$ cat config.mk
export PLATFORM = sky130hd
export DESIGN_NAME = elevator_look_scheduler
export DESIGN_NICKNAME = d
export VERILOG_FILES = /design/src/rtl/elsc_pkg.sv /design/src/rtl/elsc_hall_mem.sv /design/src/rtl/elsc_occ.sv /design/src/rtl/elevator_look_scheduler.sv
export VERILOG_INCLUDE_DIRS = /design/src /design/src/rtl
export SDC_FILE = /design/constraint.sdc
export NUM_CORES = 2
export LEC_CHECK = 0
export BUFFER_PORTS_ARGS = -buffer_cell sky130_fd_sc_hd__buf_2
export CORE_MARGIN = 8
export CORE_UTILIZATION = 57
export DETAILED_ROUTE_END_ITERATION = 8
export GPL_TIMING_DRIVEN = 0
export HOLD_SLACK_MARGIN = 0.08
export PLACE_DENSITY = 0.83
export SETUP_SLACK_MARGIN = 0.3
export SLEW_MARGIN = 20
export SYNTH_ARGS = -nofsm -noshare
export SYNTH_HDL_FRONTEND = slang
export SYNTH_SLANG_ARGS = --single-unit
export TNS_END_PERCENT = 5
$ cat constraint.sdc
create_clock -name i_clk -period 9.3 [get_ports i_clk]
set_input_delay 1.395 -clock i_clk [delete_from_list [all_inputs] [get_ports i_clk]]
set_output_delay 1.395 -clock i_clk [all_outputs]
set_load 0.005 [all_outputs]
$ cat src/rtl/assert_macros.svh
// Assertion helpers, clocked on i_clk; CHECK_ALWAYS is held off while i_rst_n is low.
`ifndef ASSERT_MACROS_SVH
`define ASSERT_MACROS_SVH

// Property checked at every clock edge out of reset.
`define CHECK_ALWAYS(label, prop, msg) \
    label: assert property (@(posedge i_clk) disable iff (!i_rst_n) prop) else $error(msg);

// Property checked including the reset cycles.
`define CHECK_RESET(label, prop, msg) \
    label: assert property (@(posedge i_clk) prop) else $error(msg);

`endif

$ cat src/rtl/elsc_pkg.sv
package elsc_pkg;

    // Field widths fixed by the interface
    localparam int FLOOR_W = 4;
    localparam int SLOT_W  = 4;

    localparam int DEF_NUM_FLOORS = 10;
    localparam int DEF_CAR_SLOTS  = 10;
    localparam int DEF_HALL_SLOTS = 16;

    // Request kinds
    localparam logic REQ_ADD  = 1'b0;
    localparam logic REQ_STEP = 1'b1;

    // Result actions
    typedef enum logic [2:0] {
        ACT_ADDED    = 3'd0,
        ACT_REJECTED = 3'd1,
        ACT_UNLOADED = 3'd2,
        ACT_LOADED   = 3'd3,
        ACT_IDLE     = 3'd4,
        ACT_UP       = 3'd5,
        ACT_DOWN     = 3'd6
    } t_action;

endpackage

$ cat src/rtl/elsc_hall_mem.sv
module elsc_hall_mem #(
    parameter int DEPTH = elsc_pkg::DEF_NUM_FLOORS * elsc_pkg::DEF_HALL_SLOTS,
    parameter int AW    = (DEPTH > 1) ? $clog2(DEPTH) : 1
) (
    input  logic                         i_clk,
    input  logic                         i_wr_en,
    input  logic [AW-1:0]                i_wr_addr,
    input  logic [elsc_pkg::FLOOR_W-1:0] i_wr_data,
    input  logic                         i_rd_en,
    input  logic [AW-1:0]                i_rd_addr,
    output logic [elsc_pkg::FLOOR_W-1:0] o_rd_data
);

    logic [elsc_pkg::FLOOR_W-1:0] r_mem [DEPTH];

    // Hall destinations, one write and one registered read port
    always_ff @(posedge i_clk) begin
        if (i_wr_en) begin
            r_mem[i_wr_addr] <= i_wr_data;
        end
        if (i_rd_en) begin
            o_rd_data <= r_mem[i_rd_addr];
        end
    end

endmodule

$ cat src/rtl/elsc_occ.sv
module elsc_occ #(
    parameter int NUM_FLOORS = elsc_pkg::DEF_NUM_FLOORS,
    parameter int HALL_SLOTS = elsc_pkg::DEF_HALL_SLOTS,
    parameter int FIW        = $clog2(NUM_FLOORS),
    parameter int HW         = (HALL_SLOTS > 1) ? $clog2(HALL_SLOTS) : 1
) (
    input  logic                  i_clk,
    input  logic                  i_rst_n,
    input  logic [FIW-1:0]        i_row,
    input  logic                  i_set_en,
    input  logic [FIW-1:0]        i_set_row,
    input  logic [HW-1:0]         i_set_slot,
    input  logic                  i_clr_en,
    input  logic [HW-1:0]         i_clr_slot,
    output logic [HALL_SLOTS-1:0] o_row_bits,
    output logic [HW-1:0]         o_free_slot,
    output logic                  o_full,
    output logic [NUM_FLOORS-1:0] o_wait_vec
);

    logic [HALL_SLOTS-1:0] r_occ [NUM_FLOORS];

    // Occupied bit per hall entry; a clear bit reads as an empty slot
    always_ff @(posedge i_clk) begin
        if (!i_rst_n) begin
            for (int k = 0; k < NUM_FLOORS; k++) begin
                r_occ[k] <= '0;
            end
        end else begin
            if (i_set_en) begin
                r_occ[i_set_row][i_set_slot] <= 1'b1;
            end
            if (i_clr_en) begin
                r_occ[i_row][i_clr_slot] <= 1'b0;
            end
        end
    end

    // Row view, lowest free slot, per-floor waiting flags
    always_comb begin
        o_row_bits  = r_occ[i_row];
        o_full      = &o_row_bits;
        o_free_slot = '0;
        for (int s = HALL_SLOTS - 1; s >= 0; s--) begin
            if (!o_row_bits[s]) begin
                o_free_slot = HW'(s);
            end
        end
        for (int k = 0; k < NUM_FLOORS; k++) begin
            o_wait_vec[k] = |r_occ[k];
        end
    end

endmodule

$ cat src/rtl/elevator_look_scheduler.sv
// LOOK elevator scheduler, one car.
// Input channel: i_in_valid / o_in_stall carry one request per transaction:
//   i_req_type 0 adds a waiting passenger (i_origin_floor, i_target_floor),
//   i_req_type 1 runs one scheduling step.
// Output channel: o_out_valid / i_out_stall carry exactly one result per
//   request: action, car floor and direction, slots used, rider destination.
// Sequence: an add goes straight to emit, a step that unloads via judge,
//   an idle step via judge and decide, a move via judge, decide and move. A
//   scan of the floor's hall slots comes after judge (one slot a cycle on the
//   memory read port). A re-judge scans once more at most, as the second scan
//   always finds a passenger.
// One request is in work at a time; o_in_stall is high while it is.
// A finished result waits in its own stage, so the next request is taken
//   while the output register is still held by a stalling receiver.
// Reset (synchronous, active low) clears the car slots, empties hall slots
//   through the occupied bits at once, parks the car on floor 1 heading up,
//   drops o_out_valid. No clearing pass is needed.
module elevator_look_scheduler #(
    parameter int NUM_FLOORS = elsc_pkg::DEF_NUM_FLOORS,
    parameter int CAR_SLOTS  = elsc_pkg::DEF_CAR_SLOTS,
    parameter int HALL_SLOTS = elsc_pkg::DEF_HALL_SLOTS
) (
    input  logic                         i_clk,
    input  logic                         i_rst_n,
    input  logic                         i_in_valid,
    output logic                         o_in_stall,
    input  logic                         i_req_type,
    input  logic [elsc_pkg::FLOOR_W-1:0] i_origin_floor,
    input  logic [elsc_pkg::FLOOR_W-1:0] i_target_floor,
    output logic                         o_out_valid,
    input  logic                         i_out_stall,
    output logic [2:0]                   o_action,
    output logic [elsc_pkg::FLOOR_W-1:0] o_car_floor,
    output logic                         o_heading_down,
    output logic [elsc_pkg::SLOT_W-1:0]  o_car_slot_used,
    output logic [elsc_pkg::SLOT_W-1:0]  o_hall_slot_used,
    output logic [elsc_pkg::FLOOR_W-1:0] o_rider_dest
);

    localparam int FW    = elsc_pkg::FLOOR_W;
    localparam int SW    = elsc_pkg::SLOT_W;
    localparam int FIW   = $clog2(NUM_FLOORS);
    localparam int CW    = (CAR_SLOTS > 1) ? $clog2(CAR_SLOTS) : 1;
    localparam int HW    = (HALL_SLOTS > 1) ? $clog2(HALL_SLOTS) : 1;
    localparam int HCW   = $clog2(HALL_SLOTS + 1);
    localparam int DEPTH = NUM_FLOORS * HALL_SLOTS;
    localparam int AW    = (DEPTH > 1) ? $clog2(DEPTH) : 1;
    localparam logic [FW-1:0]  TOP_FLOOR = FW'(NUM_FLOORS);
    localparam logic [FW-1:0]  GROUND    = FW'(1);
    localparam logic [HCW-1:0] SCAN_END  = HCW'(HALL_SLOTS);

    typedef enum logic [2:0] {
        ST_IDLE, ST_JUDGE, ST_SCAN, ST_DECIDE, ST_MOVE, ST_EMIT
    } t_state;

    t_state             r_state;
    logic [FW-1:0]      r_cur_floor;
    logic               r_down;
    logic [FW-1:0]      r_car [CAR_SLOTS];
    logic [1:0]         r_pass;
    logic [CW-1:0]      r_free_car;
    logic [HCW-1:0]     r_scan_idx;
    logic               r_chk_valid;
    logic [HW-1:0]      r_chk_idx;
    elsc_pkg::t_action  r_res_action;
    logic [SW-1:0]      r_res_car;
    logic [SW-1:0]      r_res_hall;
    logic [FW-1:0]      r_res_dest;

    // Occupancy and memory hookup
    logic [FIW-1:0]        row_idx;
    logic [FW-1:0]         origin_m1;
    logic [FW-1:0]         cur_m1;
    logic                  add_ok_range;
    logic [HALL_SLOTS-1:0] row_bits;
    logic [HW-1:0]         free_hall;
    logic                  row_full;
    logic [NUM_FLOORS-1:0] wait_vec;
    logic                  occ_set;
    logic                  occ_clr;
    logic [AW-1:0]         row_base;
    logic                  rd_en;
    logic [FW-1:0]         rd_data;
    logic                  in_accept;

    assign in_accept    = i_in_valid && !o_in_stall;
    assign o_in_stall   = (r_state != ST_IDLE);
    assign origin_m1    = i_origin_floor - GROUND;
    assign cur_m1       = r_cur_floor - GROUND;
    assign add_ok_range = (i_origin_floor >= GROUND) && (i_origin_floor <= TOP_FLOOR)
                       && (i_target_floor >= GROUND) && (i_target_floor <= TOP_FLOOR)
                       && (i_target_floor != i_origin_floor);
    assign row_idx  = (r_state == ST_IDLE) ? (add_ok_range ? origin_m1[FIW-1:0] : '0)
                                           : cur_m1[FIW-1:0];
    assign row_base = AW'(row_idx) * AW'(HALL_SLOTS);
    assign rd_en    = (r_state == ST_SCAN) && (r_scan_idx != SCAN_END);

    elsc_occ #(
        .NUM_FLOORS (NUM_FLOORS),
        .HALL_SLOTS (HALL_SLOTS),
        .FIW        (FIW),
        .HW         (HW)
    ) u_occ (
        .i_clk       (i_clk),
        .i_rst_n     (i_rst_n),
        .i_row       (row_idx),
        .i_set_en    (occ_set),
        .i_set_row   (row_idx),
        .i_set_slot  (free_hall),
        .i_clr_en    (occ_clr),
        .i_clr_slot  (r_chk_idx),
        .o_row_bits  (row_bits),
        .o_free_slot (free_hall),
        .o_full      (row_full),
        .o_wait_vec  (wait_vec)
    );

    elsc_hall_mem #(
        .DEPTH (DEPTH),
        .AW    (AW)
    ) u_mem (
        .i_clk     (i_clk),
        .i_wr_en   (occ_set),
        .i_wr_addr (row_base + AW'(free_hall)),
        .i_wr_data (i_target_floor),
        .i_rd_en   (rd_en),
        .i_rd_addr (row_base + AW'(r_scan_idx)),
        .o_rd_data (rd_data)
    );

    // Car slot search: highest rider for this floor, lowest empty slot
    logic          unl_hit;
    logic [CW-1:0] unl_idx;
    logic          car_has_free;
    logic [CW-1:0] car_free_idx;
    logic          car_empty;

    always_comb begin
        unl_hit      = 1'b0;
        unl_idx      = '0;
        car_has_free = 1'b0;
        car_free_idx = '0;
        car_empty    = 1'b1;
        for (int i = 0; i < CAR_SLOTS; i++) begin
            if (r_car[i] == r_cur_floor) begin
                unl_hit = 1'b1;
                unl_idx = CW'(i);
            end
            if (r_car[i] != '0) begin
                car_empty = 1'b0;
            end
        end
        for (int i = CAR_SLOTS - 1; i >= 0; i--) begin
            if (r_car[i] == '0) begin
                car_has_free = 1'b1;
                car_free_idx = CW'(i);
            end
        end
    end

    // Waiting above, below and here
    logic wait_up;
    logic wait_dn;
    logic wait_here;

    always_comb begin
        wait_up   = 1'b0;
        wait_dn   = 1'b0;
        wait_here = 1'b0;
        for (int k = 0; k < NUM_FLOORS; k++) begin
            if (wait_vec[k]) begin
                if (FW'(k + 1) > r_cur_floor) begin
                    wait_up = 1'b1;
                end
                if (FW'(k + 1) < r_cur_floor) begin
                    wait_dn = 1'b1;
                end
                if (FW'(k + 1) == r_cur_floor) begin
                    wait_here = 1'b1;
                end
            end
        end
    end

    // Scan check on the registered memory word
    logic load_hit;
    assign load_hit = (r_state == ST_SCAN) && r_chk_valid && row_bits[r_chk_idx]
                   && (rd_data != '0)
                   && (r_down ? (rd_data < r_cur_floor) : (rd_data > r_cur_floor));
    assign occ_set  = in_accept && (i_req_type == elsc_pkg::REQ_ADD) && add_ok_range
                   && !row_full;
    assign occ_clr  = load_hit;

    // Move: turn at the end floors before and after stepping
    logic          mv_down;
    logic [FW-1:0] mv_floor;
    logic          mv_down_after;

    always_comb begin
        mv_down = r_down;
        if (!r_down && (r_cur_floor >= TOP_FLOOR)) begin
            mv_down = 1'b1;
        end else if (r_down && (r_cur_floor <= GROUND)) begin
            mv_down = 1'b0;
        end
        mv_floor      = mv_down ? (r_cur_floor - GROUND) : (r_cur_floor + GROUND);
        mv_down_after = mv_down;
        if (mv_floor >= TOP_FLOOR) begin
            mv_down_after = 1'b1;
        end
        if (mv_floor <= GROUND) begin
            mv_down_after = 1'b0;
        end
    end

    // Sequencer, car slots and result/output registers
    always_ff @(posedge i_clk) begin
        if (!i_rst_n) begin
            r_state     <= ST_IDLE;
            r_cur_floor <= GROUND;
            r_down      <= 1'b0;
            r_pass      <= '0;
            r_chk_valid <= 1'b0;
            o_out_valid <= 1'b0;
            for (int i = 0; i < CAR_SLOTS; i++) begin
                r_car[i] <= '0;
            end
        end else begin
            // Output drains; the emit stage owns the flag while it loads
            if (o_out_valid && !i_out_stall && (r_state != ST_EMIT)) begin
                o_out_valid <= 1'b0;
            end
            case (r_state)
                ST_IDLE: begin
                    if (in_accept) begin
                        if (i_req_type == elsc_pkg::REQ_ADD) begin
                            r_res_car <= '0;
                            if (occ_set) begin
                                r_res_action <= elsc_pkg::ACT_ADDED;
                                r_res_hall   <= SW'(free_hall);
                                r_res_dest   <= i_target_floor;
                            end else begin
                                r_res_action <= elsc_pkg::ACT_REJECTED;
                                r_res_hall   <= '0;
                                r_res_dest   <= '0;
                            end
                            r_state <= ST_EMIT;
                        end else begin
                            r_pass  <= '0;
                            r_state <= ST_JUDGE;
                        end
                    end
                end
                ST_JUDGE: begin
                    if (unl_hit) begin
                        r_car[unl_idx] <= '0;
                        r_res_action   <= elsc_pkg::ACT_UNLOADED;
                        r_res_car      <= SW'(unl_idx);
                        r_res_hall     <= '0;
                        r_res_dest     <= r_cur_floor;
                        r_state        <= ST_EMIT;
                    end else if (car_has_free && (|row_bits)) begin
                        r_free_car  <= car_free_idx;
                        r_scan_idx  <= '0;
                        r_chk_valid <= 1'b0;
                        r_state     <= ST_SCAN;
                    end else begin
                        r_state <= ST_DECIDE;
                    end
                end
                ST_SCAN: begin
                    r_chk_valid <= rd_en;
                    r_chk_idx   <= r_scan_idx[HW-1:0];
                    if (rd_en) begin
                        r_scan_idx <= r_scan_idx + HCW'(1);
                    end
                    if (load_hit) begin
                        r_car[r_free_car] <= rd_data;
                        r_res_action      <= elsc_pkg::ACT_LOADED;
                        r_res_car         <= SW'(r_free_car);
                        r_res_hall        <= SW'(r_chk_idx);
                        r_res_dest        <= rd_data;
                        r_state           <= ST_EMIT;
                    end else if (!rd_en && !r_chk_valid) begin
                        r_state <= ST_DECIDE;
                    end
                end
                ST_DECIDE: begin
                    if (!car_empty) begin
                        r_state <= ST_MOVE;
                    end else if (!wait_up && !wait_dn && !wait_here) begin
                        r_res_action <= elsc_pkg::ACT_IDLE;
                        r_res_car    <= '0;
                        r_res_hall   <= '0;
                        r_res_dest   <= '0;
                        r_state      <= ST_EMIT;
                    end else if ((!r_down && !wait_up) || (r_down && !wait_dn)) begin
                        r_down <= !r_down;
                        if (wait_here && (r_pass != 2'd2)) begin
                            r_pass  <= r_pass + 2'd1;
                            r_state <= ST_JUDGE;
                        end else begin
                            r_state <= ST_MOVE;
                        end
                    end else begin
                        r_state <= ST_MOVE;
                    end
                end
                ST_MOVE: begin
                    r_cur_floor  <= mv_floor;
                    r_down       <= mv_down_after;
                    r_res_action <= mv_down ? elsc_pkg::ACT_DOWN : elsc_pkg::ACT_UP;
                    r_res_car    <= '0;
                    r_res_hall   <= '0;
                    r_res_dest   <= '0;
                    r_state      <= ST_EMIT;
                end
                ST_EMIT: begin
                    if (!o_out_valid || !i_out_stall) begin
                        o_out_valid      <= 1'b1;
                        o_action         <= r_res_action;
                        o_car_floor      <= r_cur_floor;
                        o_heading_down   <= r_down;
                        o_car_slot_used  <= r_res_car;
                        o_hall_slot_used <= r_res_hall;
                        o_rider_dest     <= r_res_dest;
                        r_state          <= ST_IDLE;
                    end
                end
                default: begin
                    r_state <= ST_IDLE;
                end
            endcase
        end
    end

`include "assert_macros.svh"

    `CHECK_ALWAYS(a_floor_range, (r_cur_floor >= GROUND) && (r_cur_floor <= TOP_FLOOR), "car floor out of range")
    `CHECK_ALWAYS(a_busy_after_accept, in_accept |=> (r_state != ST_IDLE), "request accepted but sequencer idle")
    `CHECK_ALWAYS(a_load_dest, (o_out_valid && (o_action == elsc_pkg::ACT_LOADED)) |-> (o_rider_dest != '0), "load with empty destination")
    `CHECK_RESET(a_reset_idle, !i_rst_n |=> !o_out_valid && (r_state == ST_IDLE), "reset left block busy")

endmodule
==> results.ini <==
[status]
status = completed

[critical_path]
path_delay_family = buffers and inverters
arrival_ns = 9.07
path_buf_inv = 7
cp_cell_sequence = clkbuf_8 -> buf_16 -> xor2_1 -> o41ai_2 -> o41a_1 -> buf_2 -> buf_1 -> a21oi_1 -> a22oi_1 -> nand2_1 -> o211ai_1 -> nand4_1 -> a211o_1 -> nand3_1 -> a21boi_1 -> and4_1 -> nand4_1 -> and4bb_1 -> buf_2 -> buf_6 -> buf_2 -> a31oi_2
cp_slowest_cell = buf_1
slowest_delay_ns = 0.86
startpoint_type = input pin
rr_startpoint = r_cur_floor[1]$_SDFFE_PN0P_
cpMostUsedCell = buf_2
cp.required_ns = 9.60
crit_path_end_kind = flip-flop
critPathKind = in -> reg
startpoint = i_target_floor[0]
path_max_fanout = 91

[timing]
setup_viol = 0
skew_ns = 0.03610
rsz0062_at_grt = false
tightest_slew_ns = 1.285
fmax_mhz = 114.0
finalHoldViolCount = 0
min_period_ns = 8.773
setup_ws_ns = 0.5266
min_period_over_period = 0.9434
slew_viol_final = 0
relSlewSlack = 0.1434

[detailed_routing]
drt_pre_antenna_iters = 9
ant_nets = 0
drtIter0Drc = 5507
vias = 32837
drc = 0
wirelength_um = 154500
via_per_inst = 7.173
wl_per_cell_um = 33.75

[synth]
synth_area_leader_cell = edfxtp_1
synth_top_family_by_area = simple AND/OR/NAND/NOR gates
synth_compound_area_frac = 0.08254
muxShareOfSynthArea = 0.1001
synth_xor_xnor_area_share = 0.01048
syn_avg_cell_area_um2 = 13.64
synth_seq_cells = 1000
synth-simple-area-share = 0.1085
synth_commonest_cells = 988 x edfxtp_1, 346 x nor2_1, 248 x nand2_1, 211 x o21ai_0, 175 x clkbuf_1
syn_area_mm2 = 0.04513
synthFlopType = edfxtp_1
synth.distinct_cells = 83
yosysMostFrequentCell = edfxtp_1
yosys-top-cells-area = edfxtp_1 66%, mux4_2 7.7%, nor2_1 2.9%
synthAdderAreaFrac = 0.004658
seq_area_frac_synth = 0.6627
synth_edf_count = 988
async_reset_ff_frac = 0
synth_nets = 3338
synth_warnings = 0
synthCells = 3309
synth_top_area_frac = 0.6574

[cts]
post_cts_buffers = 0
cts.htree.levels = 3
path_clk_slew_ns = 0.06
clock_sinks = 1000
cts_root_buf = clkbuf_16
clockBufferDepth = 3
clk_latency_ns = 0.69
tritoncts = built
cts_buffers = 99

[grt]
grt_overflow = 0
grt_usage = 0.3386
grt_max_degree = 94
grt_pass1_wl_um = 219100
antenna_found_initial = 4
grt_pass1_vias = 31462

[power_and_ir_drop]
vdd_ir_drop_max_v = 0.0001928
clockPowerShare = 0.306
seqPwrFrac = 0.403
p_per_area_mw_per_mm2 = 257.5
p_switching_mw = 4.637
intPower_mw = 8.250
p_sw_frac = 0.3598
pwr-share-comb = 0.292
power_mw = 12.89
p_leak_nw = 15.86

[min_path]
hp-start = r_res_dest[0]$_DFFE_PP_
worstHoldPathType = reg -> reg

[placement]
dp_slack_ns = -0.3215
place.port_buffers = 32
place.gp.congestion = 1.101
placed_area_mm2 = 0.04680
dpl.hpwl_um = 101800
placed_cells = 4397

[cells_and_area]
final_area_mm2 = 0.05004
fillers = 5579
area_growth_pct = 10.88
drive_above_1_share = 0.1310
fin_nets = 3477
fin_cells = 4578

[floorplan]
start_util = 0.5731
die_w_um = 297.4
rows = 103
die-height_um = 297.4
core-area_mm2 = 0.07874
die_area_mm2 = 0.08843
io_pins = 35

[run]
drv_cap = 0

[area by class of cell]
class                      count  area (um^2)  area share
multi-input combinational   1979        13960      0.2789
timing repair buffer          38        324.1    0.006476
antenna                        2        5.005   0.0001000
clock inverter                59        561.8     0.01123
tap                         1050         1314     0.02625
clock buffer                 120         2556     0.05108
buffer                       282         1231     0.02460
sequential                  1000        29910      0.5977
inverter                      48        181.4    0.003626
[through the flow]
stage                     utilization  hold slack (ns)  TNS [ns]
final                          0.6355           0.4198         0
after global routing           0.6355           0.4269         0
after CTS                      0.6339           0.4208         0
after detailed placement       0.5943           0.4056    -21.48
after global placement         0.5919           0.4033   -826.32
after floorplan                     -           0.4003         0
[cell families after synthesis]
family	after synthesis
AO/OA/AOI/OAI	601
XOR/XNOR	54
adder cells (fa/ha/maj)	17
buffers and inverters	330
flip-flops	1000
multiplexers	259
AND/OR/NAND/NOR	1048
[per-layer routing]
metal | up-vias | GRT usage | wire length (um)
met1 | 16011 | 0.4299 | 52420
li1 | 13071 | - | -
met3 | 695 | 0.09441 | 21370
met5 | - | 0 | 0
met4 | 0 | 0.1966 | 11540
met2 | 3060 | 0.5229 | 69170
[state kept, by name, summed over array words and instances (netlist names), 5 cells and up]
register / flops
r_car: 40
r_scan_idx: 5
u_mem.r_mem: 640
u_occ.r_occ: 256
[placed cells by master, fill, tap and decap left out, types with 17 or more instances in the layout]
| cell type | synthesis | final |
|---|---|---|
| edfxtp_1 | 988 | 988 |
| nor2_1 | 346 | 342 |
| nand2_1 | 248 | 247 |
| o21ai_0 | 211 | 211 |
| clkbuf_1 | 175 | 189 |
| nor3_1 | 164 | 162 |
| a21oi_1 | 159 | 154 |
| mux4_2 | 154 | 154 |
| mux2i_1 | 105 | 105 |
| nor4_1 | 103 | 103 |
| clkbuf_16 | 0 | 99 |
| buf_2 | 40 | 68 |
| inv_1 | 43 | 43 |
| nand3_1 | 43 | 43 |
| buf_1 | 44 | 37 |
| xor2_1 | 34 | 34 |
| nand4_1 | 30 | 30 |
| clkinv_1 | 2 | 29 |
| a221oi_1 | 30 | 28 |
| a211oi_1 | 27 | 27 |
| and2_1 | 27 | 27 |
| o22ai_1 | 24 | 24 |
| a31oi_1 | 30 | 24 |
| xnor2_1 | 20 | 20 |
| a22oi_1 | 20 | 20 |
| buf_4 | 18 | 18 |
| o221ai_1 | 19 | 18 |
| nor2b_1 | 17 | 17 |
[final timing paths]
path / end / slack, ns / cells past startpoint
setup reg to reg: u_occ.r_occ[15][1]$_DFFE_PP_ / 0.87 / 24
hold / removal: o_rider_dest[0]$_DFFE_PP_ / 0.42 / 0
hold reg to reg: o_rider_dest[0]$_DFFE_PP_ / 0.42 / 0
setup / recovery: u_occ.r_occ[9][2]$_DFFE_PP_ / 0.53 / 22
[power by group through the flow]
stage	logic (mW)	clock network [mW]	registers [mW]
after floorplan	2.10	0	5.24
after global placement	3.45	0	5.28
after detailed placement	3.51	0	5.28
after CTS	3.54	3.91	5.18
after global routing	3.82	4.07	5.19
final	3.76	3.94	5.19
[timing repair]
| action | in CTS | in global routing |
|---|---|---|
| hold buffers | 0 | 0 |
| setup endpoints to repair | 0 | 257 |
| resized for setup | 0 | 32 |
No activity file was read; power rests on OpenSTA's default activity.
